==> src/hdl/rbh_pkg.sv <==
package rbh_pkg;

    localparam int CHANNELS    = 32;
    localparam int BINS        = 4096;
    localparam int COUNT_WIDTH = 32;

    localparam int DEPTH  = CHANNELS * BINS;
    localparam int ADDR_W = $clog2(DEPTH);
    localparam int BIN_W  = $clog2(BINS);
    localparam int IDX_W  = 12;
    localparam int STAT_W = 3;

    localparam logic [BIN_W-1:0] BIN_OVER = BIN_W'(BINS - 4);
    localparam logic [BIN_W-1:0] BIN_NEG  = BIN_W'(BINS - 2);

    localparam logic [STAT_W-1:0] ST_BINNED  = 3'd0;
    localparam logic [STAT_W-1:0] ST_OVER    = 3'd1;
    localparam logic [STAT_W-1:0] ST_NEG     = 3'd2;
    localparam logic [STAT_W-1:0] ST_IGNORED = 3'd3;
    localparam logic [STAT_W-1:0] ST_READ    = 3'd4;

    localparam int Q_DEPTH = 2;
    localparam int Q_AW    = $clog2(Q_DEPTH);

    typedef enum logic [1:0] {
        OP_INC  = 2'd0,
        OP_READ = 2'd1,
        OP_ZERO = 2'd2
    } t_op;

    typedef struct packed {
        t_op                op;
        logic [ADDR_W-1:0]  addr;
        logic [IDX_W-1:0]   idx;
        logic [STAT_W-1:0]  status;
    } t_cmd;

endpackage

==> src/hdl/rbh_cmd_fifo.sv <==
module rbh_cmd_fifo (
    input  logic          i_clk,
    input  logic          i_rst_n,
    input  logic          i_push,
    input  rbh_pkg::t_cmd i_cmd,
    output logic          o_full,
    input  logic          i_pop,
    output rbh_pkg::t_cmd o_cmd,
    output logic          o_empty
);

    rbh_pkg::t_cmd            r_q [rbh_pkg::Q_DEPTH];
    logic [rbh_pkg::Q_AW-1:0] r_wp, r_rp;
    logic [rbh_pkg::Q_AW:0]   r_cnt;
    logic                     do_push, do_pop;

    assign o_full  = (r_cnt == (rbh_pkg::Q_AW + 1)'(rbh_pkg::Q_DEPTH));
    assign o_empty = (r_cnt == '0);
    assign o_cmd   = r_q[r_rp];
    assign do_push = i_push && !o_full;
    assign do_pop  = i_pop && !o_empty;

    always_ff @(posedge i_clk) begin
        if (!i_rst_n) begin
            r_wp  <= '0;
            r_rp  <= '0;
            r_cnt <= '0;
        end else begin
            if (do_push) begin
                r_wp <= r_wp + 1'b1;
            end
            if (do_pop) begin
                r_rp <= r_rp + 1'b1;
            end
            if (do_push && !do_pop) begin
                r_cnt <= r_cnt + 1'b1;
            end else if (do_pop && !do_push) begin
                r_cnt <= r_cnt - 1'b1;
            end
        end
        if (do_push) begin
            r_q[r_wp] <= i_cmd;
        end
    end

endmodule

==> config.mk <==
export PLATFORM = sky130hd
export DESIGN_NAME = rbh_cmd_fifo
export DESIGN_NICKNAME = d
export VERILOG_FILES = /design/src/hdl/rbh_pkg.sv /design/src/hdl/rbh_cmd_fifo.sv
export SDC_FILE = /design/constraint.sdc
export NUM_CORES = 1
export LEC_CHECK = 0
export ABC_CLOCK_PERIOD_IN_PS = 2790
export BUFFER_PORTS_ARGS = -buffer_cell sky130_fd_sc_hd__buf_2
export CAP_MARGIN = 20
export CORE_MARGIN = 2
export CORE_UTILIZATION = 45
export CTS_BUF_LIST = sky130_fd_sc_hd__clkbuf_16
export DETAILED_ROUTE_END_ITERATION = 7
export HOLD_SLACK_MARGIN = 0.1
export PLACE_DENSITY = 0.7
export RECOVER_POWER = 100
export SYNTH_ARGS = -nofsm -noshare
export SYNTH_HDL_FRONTEND = slang
export SYNTH_SLANG_ARGS = --single-unit
==> constraint.sdc <==
create_clock -name i_clk -period 2.79 [get_ports i_clk]
set_input_delay 0.1395 -clock i_clk [delete_from_list [all_inputs] [get_ports i_clk]]
set_output_delay 0.1395 -clock i_clk [all_outputs]
set_load 0.02 [all_outputs]
* After elaboration in Yosys (flattened, before gate mapping) *
Memories as Yosys holds them, arrays and structs flattened. A register that Yosys moved wholly into a read port is not among the register bits.
Cells that the tools add are included.

word-level totals
  flip-flop bits (word level) = 4
  latch bits = 0
  memory bits (writable) = 68
  memory bits (read-only) = 0
  output and inout port bits = 36
  word-level logic and storage cells = 25
  memories = 1

cells by class
  add/sub/neg operators = 4
  $mul = 0
  div/mod/pow operators = 0
  order comparisons = 0
  equality and inequality tests = 1
  shift-type cells = 0
  muxes and demuxes = 6
  bitwise gates (word level) = 0
  reduce and logical (&&, ||, !) cells = 10

memory list
  memory  words  bits a word  read ports  clocked after Yosys merged registers in  write ports  RTL line            source
  r_q     2      34           1           1                                        1            rbh_cmd_fifo.sv:12  rbh_pkg::t_cmd r_q [rbh_pkg::Q_DEPTH];

operator list
  cell                 number
  $logic_and 1x1->1    4
  $logic_not 1->1      4
  $mux 1               4
  $mux 2               2
  $add 1x1->1 const B  2
  $add 2x1->2 const B  1
  $eq 2x2->1 const B   1
  $logic_not 2->1      1
  $reduce_bool 2->1    1
  $sub 2x1->2 const B  1

* Depth between registers and ports, before layout *
  depth after elaboration = 7
  depth in mapped cells = 7
  gate-level depth less buffers = 7

* Least setup slack after synthesis *
OpenSTA, ideal clock, no wires.

  path kind = register to register
  from = reg r_cnt[0] (netlist bit)
  to = mem r_q[0][0] (netlist bit) (enable)
  library setup time = 0.421 ns
  arrival time = 1.994 ns
  path slack = 0.375 ns
  cell stages (with the launch flop) = 4
  path buffers = 0
  clock period less this slack = 2.415 ns
  path through = dfxtp_1 -> nand2b_1 -> inv_2 -> nor3_2

between the ends
  word-level cells in the longest chain between the ends = 5

ends and longest elaborated chain
  item                          RTL line            source
  start, declared               rbh_cmd_fifo.sv:14  logic [rbh_pkg::Q_AW:0] r_cnt;
  start signal, assigned        rbh_cmd_fifo.sv:36  r_cnt <= r_cnt + 1'b1;
  start signal, assigned        rbh_cmd_fifo.sv:38  r_cnt <= r_cnt - 1'b1;
  $eq 2x2->1                    rbh_cmd_fifo.sv:17  assign o_full = (r_cnt == (rbh_pkg::Q_AW + 1)'(rbh_pkg::Q_DEPTH));
  via o_full                    rbh_cmd_fifo.sv:6   output logic o_full,
  $logic_not 1->1               rbh_cmd_fifo.sv:20  assign do_push = i_push && !o_full;
  $logic_and 1x1->1             rbh_cmd_fifo.sv:20
  $mux 1                        rbh_cmd_fifo.sv:41  if (do_push) begin
  $mux 1 (not written as such)  rbh_cmd_fifo.sv:42  r_q[r_wp] <= i_cmd;
  end, declared                 rbh_cmd_fifo.sv:12

The timed path passes the listed nets, and every way through them passes these cells.

* Worst setup path in the final report *
  from = reg r_cnt[0] (netlist bit)
  to = mem r_q[0][18] (netlist bit) (enable)

between the ends
  word-level cells in the longest chain between the ends = 5

ends and longest elaborated chain
  item                          RTL line
  $eq 2x2->1                    rbh_cmd_fifo.sv:17
  $logic_not 1->1               rbh_cmd_fifo.sv:20
  $logic_and 1x1->1             rbh_cmd_fifo.sv:20
  $mux 1                        rbh_cmd_fifo.sv:41
  $mux 1 (not written as such)  rbh_cmd_fifo.sv:42

No other way between the ends.

==> impl_metrics.json <==
{
  "synthSimpleGateAreaFrac_pct": 2.05,
  "tns_ns": 0,
  "num_vias": 1569,
  "ioPinCount": 74,
  "hold_path.class": "input pin to flip-flop",
  "reg2reg_depth": 4,
  "slowest_delay_ns": 0.72,
  "synth_edf_count": 68,
  "fin_area_sq_um": 3680,
  "syn_avg_cell_area_sq_um": 20.5,
  "nets": 288,
  "synth_compound_area_share_pct": 1.21,
  "synthXorXnorAreaFrac_pct": 0.978,
  "grt_pass1_vias": 1602,
  "post-cts-setup-buffers": 0,
  "synthMuxAreaShare_pct": 14.3,
  "hold_ws_ns": 0.196,
  "tightestPinTransition_ns": 0.930,
  "maxSlewViolCount": 0,
  "wl_mm": 4.98,
  "synth_async_sr_flop_share_pct": 0,
  "yosysWarnings": 0,
  "grt_overflow": 0,
  "clk_pin_slew_worst_paths_ns": 0.05,
  "drtAntennaViolNets": 0,
  "clk-insertion-delay-late_ns": 0.32,
  "syn-instance-count": 131,
  "post-route-min-period_ns": 1.99,
  "status": "completed",
  "r2r_slack_ns": 0.80,
  "end_kind": "flip-flop",
  "syn-num-nets": 170,
  "ir_drop_v": 0.000629,
  "grtUsageTotal_pct": 15.6,
  "cts-htree-levels": 3,
  "coreArea_sq_um": 5850,
  "drive_above_1_share_pct": 25.6,
  "die_x_microns": 81.3,
  "dp_hpwl_mm": 2.86,
  "dpl_cell_area_sq_um": 3160,
  "cp_max_fo": 34,
  "synth_top_family_by_area": "multiplexers",
  "drt_iter0_drc": 83,
  "nFillCells": 459,
  "wl_per_cell_microns": 15.1,
  "finalHoldViolCount": 0,
  "grt_max_degree": 35,
  "netlist_top_cells_count": "edfxtp_1, mux2_2, dfxtp_1, and2_1, buf_4",
  "max_freq_mhz": 502,
  "clock_path_buffers": 2,
  "synth_area_sq_um": 2690,
  "final_util_pct": 62.9,
  "yosysTopAreaCell": "edfxtp_1",
  "crit_start": "r_cnt[0]$_SDFFE_PN0P_",
  "p_per_area_nw_per_um2": 900,
  "drc": 0,
  "layout.cells.non_filler": 329,
  "first_pass_iters": 4,
  "rsz0062_at_grt": "no",
  "dp.cells": 278,
  "path_cells": "nand2b_1, inv_1, nor3_1, clkbuf_2",
  "maxCapViolCount": 0,
  "gp_congestion": 0.725,
  "cts_made_buffers": 9,
  "synth_ff_type": "edfxtp_1",
  "seq_area_frac_synth_pct": 79.7,
  "cts_tree": "yes",
  "reg2reg_to": "r_q[0][18]$_DFFE_PP_",
  "setup_viol": 0,
  "initial_core_util_pct": 45.9,
  "crit_type": "flip-flop to flip-flop",
  "cp.arrival_ns": 1.94,
  "cts-root-buf": "clkbuf_16",
  "synth.distinct_cells": 21,
  "clock_sinks": 73,
  "grt_pass1_wl_mm": 7.34,
  "crit_path_top_delay_cell": "clkbuf_2",
  "area_growth_pct": 36.9,
  "vias_per_cell": 4.77,
  "max_slew_margin_pct": 38.0,
  "antenna_found_initial": 0,
  "antenna_cells": 0,
  "r2r_start": "r_cnt[0]$_SDFFE_PN0P_",
  "rows": 28,
  "yosys_register_bits": 73,
  "die-height_microns": 81.3,
  "fin_ws_ns": 0.799,
  "io_buffers": 73,
  "yosys-top-cells-area": "edfxtp_1, mux2_2, dfxtp_1",
  "clock_skew_ns": 0.00222,
  "die_area_sq_um": 6600,
  "pre_cts_slack_ns": 1.12,
  "yosysTopAreaCellShare_pct": 76.0,
  "critical_path_required_ns": 2.74,
  "yosys.area_share.adder_pct": 0.466,
  "start_kind": "flip-flop",
  "worstSetupEndpoint": "r_q[0][18]$_DFFE_PP_",
  "power.total_mw": 3.31,
  "leakage_nw": 1.29,
  "synth_most_common_cell": "edfxtp_1",
  "timing.final.crit_share_pct": 71.3
}
-- metal layers --
| metal | global-route usage [%] | share of wire, % |
|---|---|---|
| met1 | 16.5 | 41 |
| met2 | 27.3 | 53 |
| met3 | 6.56 | 5.1 |
| met4 | 6.10 | 1.2 |
| met5 | 0 | 0 |
-- report_power, final --
part	switching (mW)	internal, mW
clock	0.390	0.583
sequential	0.0750	1.38
combinational	0.522	0.354
total	0.987	2.32
-- worst max-delay path: cells and delay by family, from the launching register on --
kind                   cells  cell delay, ns
buffers and inverters      2            0.79
AND/OR/NAND/NOR            2            0.37
flip-flops                 1            0.42
-- sequential cells by signal, indices dropped and copies added, names as in the netlist, named ones only --
register and flops:
r_cnt 2, r_q 68, r_rp 1, r_wp 1
-- timing repair --
item	4_1_cts	5_1_grt
hold buffers	35	0
resized for setup	0	0
endpoints found under the hold margin	72	0
-- layout by cell type (no fill, tap or decap) --
| cell type | instances |
|---|---|
| xnor2_1 | 2 |
| nor3_1 | 1 |
| o21ai_0 | 2 |
| inv_1 | 4 |
| clkinv_1 | 2 |
| dfxtp_1 | 5 |
| buf_12 | 1 |
| clkbuf_2 | 2 |
| mux2_2 | 34 |
| dlygate4sd3_1 | 35 |
| ha_1 | 1 |
| and3_1 | 1 |
| buf_2 | 16 |
| clkinv_2 | 3 |
| or3_1 | 1 |
| o21a_1 | 1 |
| clkbuf_16 | 9 |
| a21boi_0 | 2 |
| nor2_1 | 2 |
| xor2_1 | 1 |
| clkbuf_1 | 57 |
| nand2b_1 | 1 |
| and2_0 | 1 |
| and2_1 | 2 |
| edfxtp_1 | 68 |
-- kinds of logic (layout without fill, tap and decap cells) --
family / count (synthesis) / after routing
xor+xnor: 3 / 3
fa+ha+maj: 1 / 1
buf+inv: 6 / 129
compound gates: 5 / 5
simple gates: 9 / 9
flops: 73 / 73
mux: 34 / 34
-- worst min path at each step --
stage               slack (ns)  cells past startpoint      from                   to
finish                    0.20                      3    i_push    r_wp$_SDFFE_PN0P_
global route              0.22                      3    i_push    r_wp$_SDFFE_PN0P_
CTS                       0.19                      3    i_push    r_wp$_SDFFE_PN0P_
detailed placement        0.33                      1  i_cmd[4]  r_q[1][4]$_DFFE_PP_
global placement          0.33                      1  i_cmd[4]  r_q[0][4]$_DFFE_PP_
floorplan                 0.24                      0  i_cmd[0]  r_q[0][0]$_DFFE_PP_
-- cell type report --
class,instances,area (sq um),area share [%]
clock buffers,9,225,6.12
inverters,2,7.51,0.204
repair buffers,111,674,18.3
multi-input cells,52,504,13.7
flip-flops and latches,73,2140,58.3
well taps,75,93.8,2.55
clock inverters,7,30.0,0.817
Note: power is estimated with default switching activity, not from simulation.
