File: config.mk
export PLATFORM = sky130hd
export DESIGN_NAME = rbh_front
export DESIGN_NICKNAME = d
export VERILOG_FILES = /design/src/hdl/rbh_pkg.sv /design/src/hdl/rbh_front.sv
export SDC_FILE = /design/constraint.sdc
export NUM_CORES = 1
export LEC_CHECK = 0
export BUFFER_PORTS_ARGS = -buffer_cell sky130_fd_sc_hd__buf_2
export CAP_MARGIN = 20
export CORE_UTILIZATION = 45
export DETAILED_ROUTE_END_ITERATION = 6
export PLACE_DENSITY = 0.66
export SYNTH_ARGS = -nofsm -noshare
export SYNTH_HDL_FRONTEND = slang
export SYNTH_SLANG_ARGS = --single-unit
export TNS_END_PERCENT = 10
File: constraint.sdc
create_clock -name i_clk -period 10.3 [get_ports i_clk]
set_input_delay 2.06 -clock i_clk [delete_from_list [all_inputs] [get_ports i_clk]]
set_output_delay 2.06 -clock i_clk [all_outputs]
set_load 0.1 [all_outputs]
File: src/hdl/rbh_pkg.sv
package rbh_pkg;

    localparam int CHANNELS    = 32;
    localparam int BINS        = 4096;
    localparam int COUNT_WIDTH = 32;

    localparam int DEPTH  = CHANNELS * BINS;
    localparam int ADDR_W = $clog2(DEPTH);
    localparam int BIN_W  = $clog2(BINS);
    localparam int IDX_W  = 12;
    localparam int STAT_W = 3;

    localparam logic [BIN_W-1:0] BIN_OVER = BIN_W'(BINS - 4);
    localparam logic [BIN_W-1:0] BIN_NEG  = BIN_W'(BINS - 2);

    localparam logic [STAT_W-1:0] ST_BINNED  = 3'd0;
    localparam logic [STAT_W-1:0] ST_OVER    = 3'd1;
    localparam logic [STAT_W-1:0] ST_NEG     = 3'd2;
    localparam logic [STAT_W-1:0] ST_IGNORED = 3'd3;
    localparam logic [STAT_W-1:0] ST_READ    = 3'd4;

    localparam int Q_DEPTH = 2;
    localparam int Q_AW    = $clog2(Q_DEPTH);

    typedef enum logic [1:0] {
        OP_INC  = 2'd0,
        OP_READ = 2'd1,
        OP_ZERO = 2'd2
    } t_op;

    typedef struct packed {
        t_op                op;
        logic [ADDR_W-1:0]  addr;
        logic [IDX_W-1:0]   idx;
        logic [STAT_W-1:0]  status;
    } t_cmd;

endpackage

File: src/hdl/rbh_front.sv
module rbh_front (
    input  logic                i_clk,
    input  logic                i_rst_n,
    input  logic                i_push,
    input  logic                i_func,
    input  logic [4:0]          i_channel,
    input  logic signed [31:0]  i_fit_chisq,
    input  logic [15:0]         i_fit_dof,
    input  logic [11:0]         i_read_bin,
    output logic                o_full,
    output rbh_pkg::t_cmd       o_cmd,
    output logic                o_cmd_push,
    input  logic                i_cmd_full
);

    typedef enum logic [3:0] {
        F_IDLE = 4'b0001,
        F_DIV  = 4'b0010,
        F_RND  = 4'b0100,
        F_PUSH = 4'b1000
    } t_fstate;

    t_fstate                    r_state, n_state;
    rbh_pkg::t_cmd              r_cmd, n_cmd;
    logic [31:0]                r_num, n_num;
    logic [23:0]                r_rem, n_rem;
    logic [23:0]                r_den, n_den;
    logic [4:0]                 r_cnt, n_cnt;

    rbh_pkg::t_cmd              cls_cmd;
    logic                       cls_div;
    logic                       accept;
    logic                       chan_oob;
    logic [rbh_pkg::ADDR_W-1:0] chan_base;
    logic [24:0]                trial;
    logic [24:0]                diff;
    logic                       ge;
    logic [24:0]                twice_rem;
    logic                       round_up;
    logic [32:0]                q_rnd;
    logic                       q_over;
    logic [rbh_pkg::BIN_W-1:0]  q_bin;

    assign accept     = i_push && (r_state == F_IDLE);
    assign o_full     = (r_state != F_IDLE);
    assign o_cmd      = r_cmd;
    assign o_cmd_push = (r_state == F_PUSH) && !i_cmd_full;

    // Classify the incoming transaction; only in-range non-negative ratios need the divider.
    always_comb begin
        chan_base = rbh_pkg::ADDR_W'(i_channel) * rbh_pkg::ADDR_W'(rbh_pkg::BINS);
        chan_oob  = 32'(i_channel) >= 32'(rbh_pkg::CHANNELS);
        cls_div        = 1'b0;
        cls_cmd.op     = rbh_pkg::OP_ZERO;
        cls_cmd.addr   = chan_base;
        cls_cmd.idx    = '0;
        cls_cmd.status = rbh_pkg::ST_IGNORED;
        if (i_func) begin
            cls_cmd.status = rbh_pkg::ST_READ;
            cls_cmd.idx    = i_read_bin;
            cls_cmd.addr   = chan_base + rbh_pkg::ADDR_W'(i_read_bin);
            if (!chan_oob && (32'(i_read_bin) < 32'(rbh_pkg::BINS))) begin
                cls_cmd.op = rbh_pkg::OP_READ;
            end
        end else if (!((i_channel == '0) || chan_oob
                       || ((i_fit_chisq == '0) && (i_fit_dof == '0)))) begin
            cls_cmd.op = rbh_pkg::OP_INC;
            if (i_fit_chisq[31]) begin
                cls_cmd.idx    = rbh_pkg::IDX_W'(rbh_pkg::BIN_NEG);
                cls_cmd.addr   = chan_base + rbh_pkg::ADDR_W'(rbh_pkg::BIN_NEG);
                cls_cmd.status = rbh_pkg::ST_NEG;
            end else if (i_fit_dof == '0) begin
                cls_cmd.idx    = rbh_pkg::IDX_W'(rbh_pkg::BIN_OVER);
                cls_cmd.addr   = chan_base + rbh_pkg::ADDR_W'(rbh_pkg::BIN_OVER);
                cls_cmd.status = rbh_pkg::ST_OVER;
            end else begin
                cls_div = 1'b1;
            end
        end
    end

    // One restoring division step per cycle; quotient bits shift into r_num.
    always_comb begin
        trial = {r_rem, r_num[31]};
        diff  = trial - {1'b0, r_den};
        ge    = trial >= {1'b0, r_den};
    end

    // Round to nearest, ties to even, then clamp to the overflow bin.
    always_comb begin
        twice_rem = {r_rem, 1'b0};
        round_up  = (twice_rem > {1'b0, r_den})
                    || ((twice_rem == {1'b0, r_den}) && r_num[0]);
        q_rnd     = {1'b0, r_num} + 33'(round_up);
        q_over    = q_rnd >= 33'(rbh_pkg::BINS);
        q_bin     = q_over ? rbh_pkg::BIN_OVER : q_rnd[rbh_pkg::BIN_W-1:0];
    end

    always_comb begin
        n_state = r_state;
        n_cmd   = r_cmd;
        n_num   = r_num;
        n_rem   = r_rem;
        n_den   = r_den;
        n_cnt   = r_cnt;
        unique case (r_state)
            F_IDLE: begin
                if (accept) begin
                    n_cmd   = cls_cmd;
                    n_num   = unsigned'(i_fit_chisq);
                    n_rem   = '0;
                    n_den   = {i_fit_dof, 8'd0};
                    n_cnt   = '0;
                    n_state = cls_div ? F_DIV : F_PUSH;
                end
            end
            F_DIV: begin
                n_rem = ge ? diff[23:0] : trial[23:0];
                n_num = {r_num[30:0], ge};
                n_cnt = r_cnt + 5'd1;
                if (r_cnt == 5'd31) begin
                    n_state = F_RND;
                end
            end
            F_RND: begin
                n_cmd.idx    = rbh_pkg::IDX_W'(q_bin);
                n_cmd.addr   = r_cmd.addr + rbh_pkg::ADDR_W'(q_bin);
                n_cmd.status = q_over ? rbh_pkg::ST_OVER : rbh_pkg::ST_BINNED;
                n_state      = F_PUSH;
            end
            F_PUSH: begin
                if (!i_cmd_full) begin
                    n_state = F_IDLE;
                end
            end
            default: begin
                n_state = F_IDLE;
            end
        endcase
    end

    always_ff @(posedge i_clk) begin
        if (!i_rst_n) begin
            r_state <= F_IDLE;
        end else begin
            r_state <= n_state;
        end
        r_cmd <= n_cmd;
        r_num <= n_num;
        r_rem <= n_rem;
        r_den <= n_den;
        r_cnt <= n_cnt;
    end

endmodule

== Word-level counts from Yosys, hierarchy flattened ==
Index checks and enable logic that the tools add are counted.

* Add/sub/neg operators: 7
* Order comparisons: 3
* Equal/unequal tests: 10
* Muxes and demuxes: 24
* Reductions and logical operators: 16

{| class="wikitable"
|+ Operators with widths
! cell !! count
|-
| $mux W32 || 5
|-
| $pmux W32 S2 || 2
|-
| $mux W24 || 2
|-
| $pmux W24 S2 || 1
|-
| $add A17 B12 Y17 || 2
|-
| $add A17 B12 Y17 const B || 2
|-
| $mux W34 || 1
|-
| $add A32 B1 Y33 || 1
|-
| $ge A33 B13 Y1 const B || 1
|-
| $logic_not A32 Y1 || 1
|-
| $ge A25 B24 Y1 || 1
|-
| $gt A25 B24 Y1 || 1
|-
| $eq A24 B23 Y1 || 1
|-
| $sub A24 B24 Y24 || 1
|-
| $logic_not A16 Y1 || 1
|-
| $mux W4 || 4
|-
| $pmux W4 S4 || 1
|-
| $mux W12 || 1
|-
| $pmux W5 S2 || 1
|-
| $ne A2 B2 Y1 const B || 3
|-
| $reduce_and A2 Y1 || 3
|-
| $add A5 B1 Y5 const B || 1
|-
| $eq A5 B5 Y1 const B || 1
|-
| $logic_not A5 Y1 || 1
|-
| 12 further kinds || 21
|}

* Register bits after elaboration: 115
* Input bits: 70
* Output and inout bits: 36
* Logic and storage cells: 69

== Depth between registers and ports, before layout ==
Gate-level depths: netlist of the first run.

* Depth after elaboration: 8
* Gate-level depth with buffers: 29
* Mapped depth without buffers: 29

== Worst setup path after synthesis of the first run ==
Ideal clock, no wire load.

* Path type: reg-to-reg
* From: reg r_rem[17]
* To: reg r_cmd, in the netlist o_cmd[30], data pin
* Arrival: 5.625 ns
* Required time: 10.033 ns
* Slack: 4.408 ns
* Cell stages (with the launch flop): 29
* Buffers on the path: 1
* Period minus slack after synthesis: 5.892 ns
* Path through: edfxtp_1 ha_1 and3_1 nor2b_1 o21ai_0 nor2b_1 a21oi_1 nor2_1 a21oi_1 ha_1 ha_1 nand3_1 nor3_2 nor4b_1 mux2i_1 nand2_1 nor4_4 and2_0 clkbuf_2 nand2_1 ha_1 inv_1 o21a_1 o21ai_0 or3b_2 a311oi_1 o2111ai_1 xor2_1 o21ai_0

{| class="wikitable"
|+ RTL lines
! element !! line !! RTL
|-
| start, declared || rbh_front.sv:26 || <nowiki>logic [23:0] r_rem, n_rem;</nowiki>
|-
| start signal, assigned || rbh_front.sv:150 || <nowiki>r_rem <= n_rem;</nowiki>
|-
| end signal, assigned || rbh_front.sv:148 || <nowiki>r_cmd <= n_cmd;</nowiki>
|-
| end, declared || rbh_front.sv:24 || <nowiki>rbh_pkg::t_cmd r_cmd, n_cmd;</nowiki>
|}

==> results of run 1 <==
-- cells in the mapped netlist, types with 6 or more instances --
cell	n
sky130_fd_sc_hd__inv_1	43
sky130_fd_sc_hd__edfxtp_1	111
sky130_fd_sc_hd__nor3_1	22
sky130_fd_sc_hd__nand4_1	11
sky130_fd_sc_hd__nand3_1	22
sky130_fd_sc_hd__nor2_1	38
sky130_fd_sc_hd__xor2_1	18
sky130_fd_sc_hd__and3_1	15
sky130_fd_sc_hd__o21bai_1	6
sky130_fd_sc_hd__mux2i_1	13
sky130_fd_sc_hd__nor4_1	14
sky130_fd_sc_hd__nand2_1	126
sky130_fd_sc_hd__a21oi_1	34
sky130_fd_sc_hd__nor4b_1	7
sky130_fd_sc_hd__o21ai_0	37
sky130_fd_sc_hd__clkbuf_1	21
sky130_fd_sc_hd__and2_1	11
sky130_fd_sc_hd__ha_1	32
sky130_fd_sc_hd__nor2b_1	10
sky130_fd_sc_hd__a211oi_1	7
sky130_fd_sc_hd__xnor2_1	18
sky130_fd_sc_hd__a31oi_1	8
-- power by group --
group          switching, mW  internal [mW]  total (mW)
clock network          0.206          0.398       0.604
registers             0.0266          0.558       0.585
logic                  0.191         0.0828       0.274
total                  0.424           1.04        1.46
-- cell families (layout without fill, tap and decap cells) --
logic type	after synthesis	count (layout)	synth area share [%]
AND/OR/NAND/NOR	307	307	22.6
AO/OA/AOI/OAI	127	127	11.7
flip-flops	115	115	49.3
buffers and inverters	65	187	3.54
XOR/XNOR	36	36	4.56
adder cells (fa/ha/maj)	34	34	6.37
multiplexers	13	13	1.88
-- flip-flops by register name, summed over array words and instances, names as in the netlist --
| register | cells |
|---|---|
| r_cnt | 5 |
| r_rem | 24 |
| r_state | 4 |
| r_den | 16 |
| o_cmd | 34 |
| r_num | 32 |
-- placed cells by master (no fill, tap or decap), types with 3 or more instances in the layout --
cell type                   instances
sky130_fd_sc_hd__nor2b_1           10
sky130_fd_sc_hd__a31o_2             3
sky130_fd_sc_hd__o21bai_1           6
sky130_fd_sc_hd__a21o_1             4
sky130_fd_sc_hd__nor3_1            21
sky130_fd_sc_hd__nor4b_1            5
sky130_fd_sc_hd__a221o_1            3
sky130_fd_sc_hd__nand4_1           11
sky130_fd_sc_hd__clkinv_1           4
sky130_fd_sc_hd__and3_1            15
sky130_fd_sc_hd__mux2i_1           13
sky130_fd_sc_hd__nor4_1            14
sky130_fd_sc_hd__dfxtp_1            4
sky130_fd_sc_hd__nand2_1          125
sky130_fd_sc_hd__xor2_1            18
sky130_fd_sc_hd__clkbuf_16         17
sky130_fd_sc_hd__a211oi_1           7
sky130_fd_sc_hd__a31oi_1            8
sky130_fd_sc_hd__nor2_1            38
sky130_fd_sc_hd__or3_1              5
sky130_fd_sc_hd__a211o_1            3
sky130_fd_sc_hd__clkinv_2           5
sky130_fd_sc_hd__ha_1              32
sky130_fd_sc_hd__and2_1            11
sky130_fd_sc_hd__and4_1             5
sky130_fd_sc_hd__a21oi_1           34
sky130_fd_sc_hd__edfxtp_1         111
sky130_fd_sc_hd__buf_4              7
sky130_fd_sc_hd__o21a_1             4
sky130_fd_sc_hd__inv_1             43
sky130_fd_sc_hd__buf_2            105
sky130_fd_sc_hd__o21ai_0           37
sky130_fd_sc_hd__o211ai_1           3
sky130_fd_sc_hd__xnor2_1           18
sky130_fd_sc_hd__nand3_1           22
sky130_fd_sc_hd__bufinv_16          4
-- critical path, delay by kind of cell (launching register included) --
kind            cells  cell delay (ns)
xor+xnor            1             0.15
simple gates       12             3.03
mux                 1             0.23
flops               1             0.40
buf+inv             1             0.06
compound gates      8             1.55
fa+ha+maj           4             1.14
-- final timing paths --
path / start / to / slack [ns] / cells past startpoint
worst max-delay path: r_rem[17] / o_cmd[30] / 3.46 / 27
worst min-delay path: r_rem[0] / r_rem[1] / 0.56 / 1
worst max register to register: r_rem[17] / o_cmd[30] / 3.46 / 27
worst min register to register: r_rem[0] / r_rem[1] / 0.56 / 1
-- layout make-up --
cell class | count | area (µm²) | area share, %
inverter | 43 | 161 | 1.95
sequential | 115 | 3410 | 41.3
tap | 184 | 230 | 2.79
multi-input combinational | 517 | 3280 | 39.7
clock inverter | 14 | 168 | 2.03
clock buffer | 18 | 429 | 5.20
timing repair buffer | 112 | 578 | 7.00
-- layer usage --
layer  up-vias  share of wire (%)  track usage, %
met5         -                  0               0
met4         0                2.1            8.86
met3        31                6.0            5.10
met2       203                 45            34.3
met1      2702                 47            29.4
li1       2786                  -               -
==> impl_metrics.json, run 1 <==
{
  "cts.repair_timing.setup_buffer_count": 0,
  "worst-slew-pin-transition_ns": 1.02,
  "totalNegativeSetupSlack_ns": 0,
  "placed_cells": 971,
  "fp.dieArea_mm2": 0.0159,
  "numCtsBuffers": 17,
  "seq_area_frac_synth_pct": 49.3,
  "cts.reportedPaths.clkPinSlew_ns": 0.05,
  "mapped_cell_area_mm2": 0.00692,
  "cts.repair.resized": 0,
  "cts_root_buf": "sky130_fd_sc_hd__clkbuf_16",
  "mean_syn_cell_area_um2": 9.93,
  "timing.clock.skew_ns": 0.00691,
  "floorplan.io_pins": 106,
  "clock_tree.htree_level_count": 4,
  "post_route_cells_drive_above_1_share_pct": 19.5,
  "grt-ovfl-total": 0,
  "cts.path.max_buffers": 2,
  "clock_latency_reported_for_the_late_side_of_the_worst_skew_pair_ns": 0.42,
  "category_of_the_worst_setup_path_launch_point": "flip-flop",
  "postRouteWirelength_um": 16700,
  "worst-setup-path-type": "reg -> reg",
  "placement.setup.worst_slack_ns": 3.53,
  "cts_tree": "built",
  "num-nets-final": 910,
  "critical_path_sink_type": "flip-flop",
  "pin_count_of_the_biggest_net_entering_global_routing": 62,
  "cts_sinks": 115,
  "syn_to_final_growth_pct": 19.4,
  "final_antenna_net_count": 0,
  "rsz0062_at_grt": "no",
  "placed_cell_area_mm2": 0.00766,
  "number_of_global_route_vias_before_repair": 5520,
  "power.static_leakage_nw": 3.41,
  "synth_cell_type_count": 60,
  "report.power.total_mw": 1.46,
  "post_synthesis_async_set_or_reset_flop_share_pct": 0,
  "worst_path_max_delay_cell": "sky130_fd_sc_hd__or3b_2",
  "synth_warnings": 0,
  "synthTopCellsByArea": "sky130_fd_sc_hd__edfxtp_1 (48%), sky130_fd_sc_hd__nand2_1 (6.8%), sky130_fd_sc_hd__ha_1 (5.8%)",
  "status": "finished clean",
  "detailed_placement_hpwl_um": 12000,
  "hold_viol_final": 0,
  "cp.arrival_ns": 6.99,
  "vias": 5722,
  "core_mm2": 0.0148,
  "die_height_um": 126,
  "cpMostUsedCell": "sky130_fd_sc_hd__ha_1",
  "finalCoreUtilization_pct": 56.0,
  "synth_cells": 697,
  "synth_enable_flop_cells": 111,
  "power.density_mw_per_mm2": 177,
  "drv_cap": 0,
  "relSlewSlack_pct": 31.6,
  "drc": 0,
  "global_placement_routability_congestion": 0.878,
  "setup_violations": 0,
  "worstHoldPathType": "reg -> reg",
  "starting_density_pct": 46.9,
  "share_of_the_synthesized_area_in_the_top_cell_type_pct": 48.2,
  "critPathMaxFanout": 10,
  "post_drt_wl_per_cell_um": 16.6,
  "timing.final.crit_share_pct": 66.4,
  "vdd_ir_drop_max_mv": 0.127,
  "drt-pass1-iter-count": 5,
  "final-max-slew-violation-count": 0,
  "antenna_found_initial": 0,
  "finalHoldWorstSlack_ns": 0.564,
  "antenna_cells": 0,
  "post-route-min-period_ns": 6.84,
  "worst-endpoint-required_ns": 10.45,
  "track_usage_pct": 21.9,
  "dominantRegCellSynth": "sky130_fd_sc_hd__edfxtp_1",
  "final_cell_count_no_fill": 1003,
  "placementRows": 44,
  "critical-path-max-stage-delay_ns": 0.48,
  "max_freq_ghz": 0.146,
  "synth.ff_latch_count": 115,
  "drt_iter0_markers": 439,
  "setup_ws_ns": 3.46,
  "nFillCells": 1306,
  "numPortBuffers": 105,
  "via_count_normalized_by_instance_count": 5.70,
  "synth.largest_area_cell": "sky130_fd_sc_hd__edfxtp_1",
  "summed_area_of_non_filler_cells_in_the_final_layout_mm2": 0.00826,
  "global_route_wire_length_before_repair_um": 27000,
  "cts_hold_repair.buffers": 0,
  "postSynthNetCount": 801,
  "die_w_um": 126
}
(Power assumes the default switching activity.)
==> inputs of run 2 (changes only) <==
- clock period: 10.3 -> 7 ns (I/O delays scaled with it)
==> impl_metrics.json, run 2 (same netlist as run 1, synthesis figures left out) <==
{
  "number_of_global_route_vias_before_repair": 5593,
  "timing.clock.skew_ns": 0.00987,
  "largest_register_ff_count": 34,
  "vias": 5774,
  "reg2reg_to": "o_cmd[29]",
  "status": "finished clean",
  "worst-setup-path-type": "reg -> reg",
  "global_route_wire_length_before_repair_um": 27900,
  "global_placement_routability_congestion": 0.873,
  "cts_sinks": 115,
  "starting_density_pct": 46.9,
  "met3WireLength_um": 1090,
  "setup_ws_ns": 0.551,
  "internal_power_mw": 1.53,
  "die_w_um": 126,
  "cts_root_buf": "sky130_fd_sc_hd__clkbuf_16",
  "antenna_found_initial": 0,
  "wl_met1_um": 7830,
  "critPathMaxFanout": 10,
  "nFillCells": 1285,
  "relSlewSlack_pct": 31.4,
  "power.density_mw_per_mm2": 261,
  "via_count_normalized_by_instance_count": 5.75,
  "p_sw_share_pct": 29.6,
  "final-max-slew-violation-count": 0,
  "cts.reportedPaths.clkPinSlew_ns": 0.06,
  "power.share.clock_pct": 41.7,
  "drt-pass1-iter-count": 6,
  "cts_hold_repair.buffers": 0,
  "antenna_cells": 0,
  "category_of_the_worst_setup_path_launch_point": "flip-flop",
  "crit_path_start": "r_rem[17]",
  "worst-endpoint-required_ns": 7.14,
  "placementRows": 44,
  "core_mm2": 0.0148,
  "drc": 0,
  "post_route_cells_drive_above_1_share_pct": 21.1,
  "vdd_ir_drop_max_mv": 0.164,
  "die_height_um": 126,
  "setup_violations": 0,
  "worstHoldPathType": "reg -> reg",
  "report.power.total_mw": 2.18,
  "hold_depth": 1,
  "fp.dieArea_mm2": 0.0159,
  "max_freq_ghz": 0.155,
  "timing.final.crit_share_pct": 92.1,
  "cp.arrival_ns": 6.59,
  "hold_viol_final": 0,
  "clock_tree.htree_level_count": 4,
  "grt-ovfl-total": 0,
  "worst_r2r_path_depth": 27,
  "internal_reg_to_reg_setup_slack_ns": 0.55,
  "totalNegativeSetupSlack_ns": 0,
  "num-nets-final": 912,
  "drt_iter0_markers": 492,
  "topRoutingLayerUsed": "met4",
  "pin_count_of_the_biggest_net_entering_global_routing": 62,
  "track_usage_pct": 22.4,
  "postRouteWirelength_um": 17300,
  "syn_to_final_growth_pct": 20.7,
  "placement.setup.worst_slack_ns": 0.286,
  "numCtsBuffers": 17,
  "floorplan.io_pins": 106,
  "drv_cap": 0,
  "detailed_placement_hpwl_um": 12300,
  "clock_latency_reported_for_the_late_side_of_the_worst_skew_pair_ns": 0.42,
  "commonest_non_fill_non_tap_cells_in_the_layout": "sky130_fd_sc_hd__nand2_1 (125), sky130_fd_sc_hd__edfxtp_1 (111), sky130_fd_sc_hd__buf_2 (105)",
  "worst-slew-pin-transition_ns": 1.02,
  "hold_path_end": "r_rem[5]",
  "sequential_fraction_of_design_power_pct": 39.5,
  "numPortBuffers": 105,
  "hold_path_startpoint": "r_rem[4]",
  "post_drt_wl_per_cell_um": 17.2,
  "power.static_leakage_nw": 3.45,
  "combPwrFrac_pct": 18.8,
  "rsz0062_at_grt": "no",
  "critical_path_sink_type": "flip-flop",
  "final_antenna_net_count": 0,
  "wl_met2_um": 8050,
  "layout.cells.most_common": "sky130_fd_sc_hd__nand2_1",
  "post-route-min-period_ns": 6.45,
  "rr_startpoint": "r_rem[17]",
  "switchingPower_mw": 0.645,
  "cts_tree": "built",
  "cts.path.max_buffers": 2
}
==> run 2: final cells by class <==
class / instances / area [µm²] / area share [%]
clock buffers: 17 / 425 / 5.09
flip-flops and latches: 115 / 3410 / 40.9
well taps: 184 / 230 / 2.76
multi-input cells: 517 / 3340 / 40.0
inverters: 43 / 161 / 1.93
clock inverters: 15 / 190 / 2.28
repair buffers: 114 / 593 / 7.10
==> run 2: routing by layer <==
layer	GRT usage, %	vias to the layer above
li1	-	2788
met1	29.6	2752
met2	35.9	207
met3	5.69	27
met4	7.23	0
met5	0	-
==> run 2: worst max path at each step <==
stage | to | slack, ns | depth (start not counted)
after floorplan | o_cmd[30] | 1.11 | 28
after global placement | o_cmd[30] | 0.56 | 28
after global routing | o_cmd[31] | 0.003 | 27
after CTS | o_cmd[28] | 0.25 | 28
final | o_cmd[29] | 0.55 | 27
after detailed placement | o_cmd[28] | 0.29 | 28
==> run 2: repair_timing <==
action	CTS	global route
buffers inserted	0	1
endpoints found under the hold margin	0	0
setup endpoints to repair	0	8
resized for setup	0	11
==> run 2: critical path, cell delays in order (launching register included) <==
cell and delay, ns:
sky130_fd_sc_hd__edfxtp_1 0.40, sky130_fd_sc_hd__ha_2 0.41, sky130_fd_sc_hd__and3_1 0.23, sky130_fd_sc_hd__nor2b_1 0.14
sky130_fd_sc_hd__o21ai_0 0.13, sky130_fd_sc_hd__nor2b_1 0.17, sky130_fd_sc_hd__a21oi_1 0.24, sky130_fd_sc_hd__nor2_1 0.07
sky130_fd_sc_hd__a21oi_1 0.14, sky130_fd_sc_hd__ha_1 0.21, sky130_fd_sc_hd__and4_1 0.25, sky130_fd_sc_hd__nand4_1 0.29
sky130_fd_sc_hd__nor3_2 0.35, sky130_fd_sc_hd__inv_1 0.07, sky130_fd_sc_hd__nor3_1 0.33, sky130_fd_sc_hd__a2bb2oi_4 0.29
sky130_fd_sc_hd__and3_1 0.27, sky130_fd_sc_hd__ha_1 0.20, sky130_fd_sc_hd__inv_1 0.06, sky130_fd_sc_hd__fa_1 0.40
sky130_fd_sc_hd__nor2b_1 0.23, sky130_fd_sc_hd__o21a_1 0.16, sky130_fd_sc_hd__o21ai_0 0.16, sky130_fd_sc_hd__a211o_1 0.35
sky130_fd_sc_hd__a31o_2 0.28, sky130_fd_sc_hd__nor2_1 0.11, sky130_fd_sc_hd__xnor2_1 0.12, sky130_fd_sc_hd__o21ai_0 0.09
==> run 2: power groups by stage <==
stage                     Clock [mW]  Sequential, mW  Combinational (mW)
after floorplan                    0           0.975               0.199
final                          0.910           0.861               0.409
after global placement             0           0.870               0.394
after detailed placement           0           0.873               0.403
after global routing           0.955           0.867               0.444
after CTS                      0.923           0.860               0.405
==> run 2: stage by stage <==
step / instances / instance area, µm² / util [%] / hold WS, ns
detailed placement: 972 / 7670 / 52.0 / 0.547
finish: 1005 / 8350 / 56.6 / 0.568
global route: 1005 / 8350 / 56.6 / 0.592
global placement: 972 / 7670 / 52.0 / 0.537
CTS: 1004 / 8290 / 56.2 / 0.564
floorplan: 697 / 6920 / - / 0.525
==> inputs of run 3 (changes only) <==
- PLACE_DENSITY: 0.66 -> 0.76
==> impl_metrics.json, run 3 (same netlist as run 1, synthesis figures left out) <==
{
  "status": "finished clean",
  "starting_density_pct": 46.9,
  "drc": 0,
  "antenna_found_initial": 0,
  "cts_hold_repair.buffers": 0,
  "category_of_the_worst_setup_path_launch_point": "flip-flop",
  "vias": 5668,
  "power.density_mw_per_mm2": 252,
  "setup_violations": 0,
  "drt-pass1-iter-count": 7,
  "antenna_cells": 0,
  "placementRows": 44,
  "track_usage_pct": 20.8,
  "worst_path_max_delay_cell": "sky130_fd_sc_hd__or3b_2",
  "final_antenna_net_count": 0,
  "layout.cells.most_common": "sky130_fd_sc_hd__nand2_1",
  "floorplan.io_pins": 106,
  "relSlewSlack_pct": 43.5,
  "largest_register_ff_count": 34,
  "pin_count_of_the_biggest_net_entering_global_routing": 62,
  "worstHoldPathType": "reg -> reg",
  "max_freq_ghz": 0.157,
  "vdd_ir_drop_max_mv": 0.189,
  "post_route_cells_drive_above_1_share_pct": 20.1,
  "critPathTopFamily": "simple AND/OR/NAND/NOR gates",
  "rsz0062_at_grt": "no",
  "timing.clock.skew_ns": 0.00737,
  "numCtsBuffers": 17,
  "report.power.total_mw": 2.08,
  "numPortBuffers": 105,
  "drt_iter0_markers": 534,
  "cp.arrival_ns": 6.49,
  "cts_root_buf": "sky130_fd_sc_hd__clkbuf_16",
  "post-route-min-period_ns": 6.35,
  "timing.critical_path.buf_inv": 1,
  "cts.reportedPaths.clkPinSlew_ns": 0.06,
  "cts_sinks": 115,
  "cpMostUsedCell": "sky130_fd_sc_hd__ha_1",
  "post_drt_wl_per_cell_um": 15.8,
  "postRouteWirelength_um": 15900,
  "cts_tree": "built",
  "number_of_global_route_vias_before_repair": 5225,
  "die_height_um": 126,
  "finalHoldWorstSlack_ns": 0.562,
  "worst-slew-pin-transition_ns": 0.845,
  "final-max-slew-violation-count": 0,
  "global_placement_routability_congestion": 0.861,
  "clock_tree.htree_level_count": 4,
  "via_count_normalized_by_instance_count": 5.65,
  "cts.path.max_buffers": 2,
  "global_route_wire_length_before_repair_um": 25900,
  "num-nets-final": 911,
  "worst-endpoint-required_ns": 7.14,
  "syn_to_final_growth_pct": 19.2,
  "power.static_leakage_nw": 3.40,
  "timing.final.crit_share_pct": 90.7,
  "commonest_non_fill_non_tap_cells_in_the_layout": "sky130_fd_sc_hd__nand2_1 (125), sky130_fd_sc_hd__edfxtp_1 (111), sky130_fd_sc_hd__buf_2 (105)",
  "clock_latency_reported_for_the_late_side_of_the_worst_skew_pair_ns": 0.42,
  "detailed_placement_hpwl_um": 11400,
  "critPathMaxFanout": 7,
  "fp.dieArea_mm2": 0.0159,
  "totalNegativeSetupSlack_ns": 0,
  "worst-setup-path-type": "reg -> reg",
  "drv_cap": 0,
  "hold_viol_final": 0,
  "grt-ovfl-total": 0,
  "critical_path_sink_type": "flip-flop",
  "die_w_um": 126,
  "critical-path-max-stage-delay_ns": 0.50,
  "core_mm2": 0.0148
}
## run 3: through the flow
stage          area, µm²  setup slack [ns]  utilization, %  cells
4_1_cts             8220             0.363            55.7   1003
3_3_place_gp        7670             0.694            52.0    972
3_5_place_dp        7670             0.347            52.0    972
5_1_grt             8250            0.0419            55.9   1003
6_report            8250             0.650            55.9   1003
2_1_floorplan       6920              1.11               -    697
## run 3: worst paths after layout
path | from | to | slack (ns) | depth (start not counted)
worst min-delay path | r_rem[3] | r_rem[4] | 0.56 | 1
worst max-delay path | r_rem[17] | o_cmd[30] | 0.65 | 27
worst max register to register | r_rem[17] | o_cmd[30] | 0.65 | 27
worst min register to register | r_rem[3] | r_rem[4] | 0.56 | 1
## run 3: per-layer routing
metal / share of wire, % / global-route usage (%)
met3: 7.6 / 5.18
met1: 47 / 29.0
met2: 43 / 31.1
met4: 2.1 / 8.43
met5: 0 / 0
## run 3: power breakdown
group | switching (mW) | total [mW] | internal [mW]
Sequential | 0.0394 | 0.861 | 0.821
Clock | 0.299 | 0.813 | 0.514
Combinational | 0.281 | 0.403 | 0.122
Total | 0.619 | 2.08 | 1.46
## run 3: worst reg2reg max path: cells and delay by family, from the launching register on
family | cells | cell delay, ns
xor gates and xnor gates | 1 | 0.15
buffers and inverters | 1 | 0.06
and+or+nand+nor | 12 | 2.63
muxes | 1 | 0.24
adders and majority gates | 4 | 1.13
DFF | 1 | 0.40
AOI/OAI and AO/OA | 8 | 1.47
## run 3: what timing repair did
action | CTS | global route
gates resized for setup | 0 | 6
endpoints found under the hold margin | 0 | 0
buffers inserted | 0 | 0
setup endpoints to repair | 0 | 5
## run 3: layout make-up
cell class	count	area (µm²)
Fill cell	1307	6510
Sequential cell	115	3410
Multi-Input combinational cell	517	3310
Timing Repair Buffer	113	586
Clock buffer	19	433
Tap cell	184	230
Inverter	43	161
Clock inverter	12	116
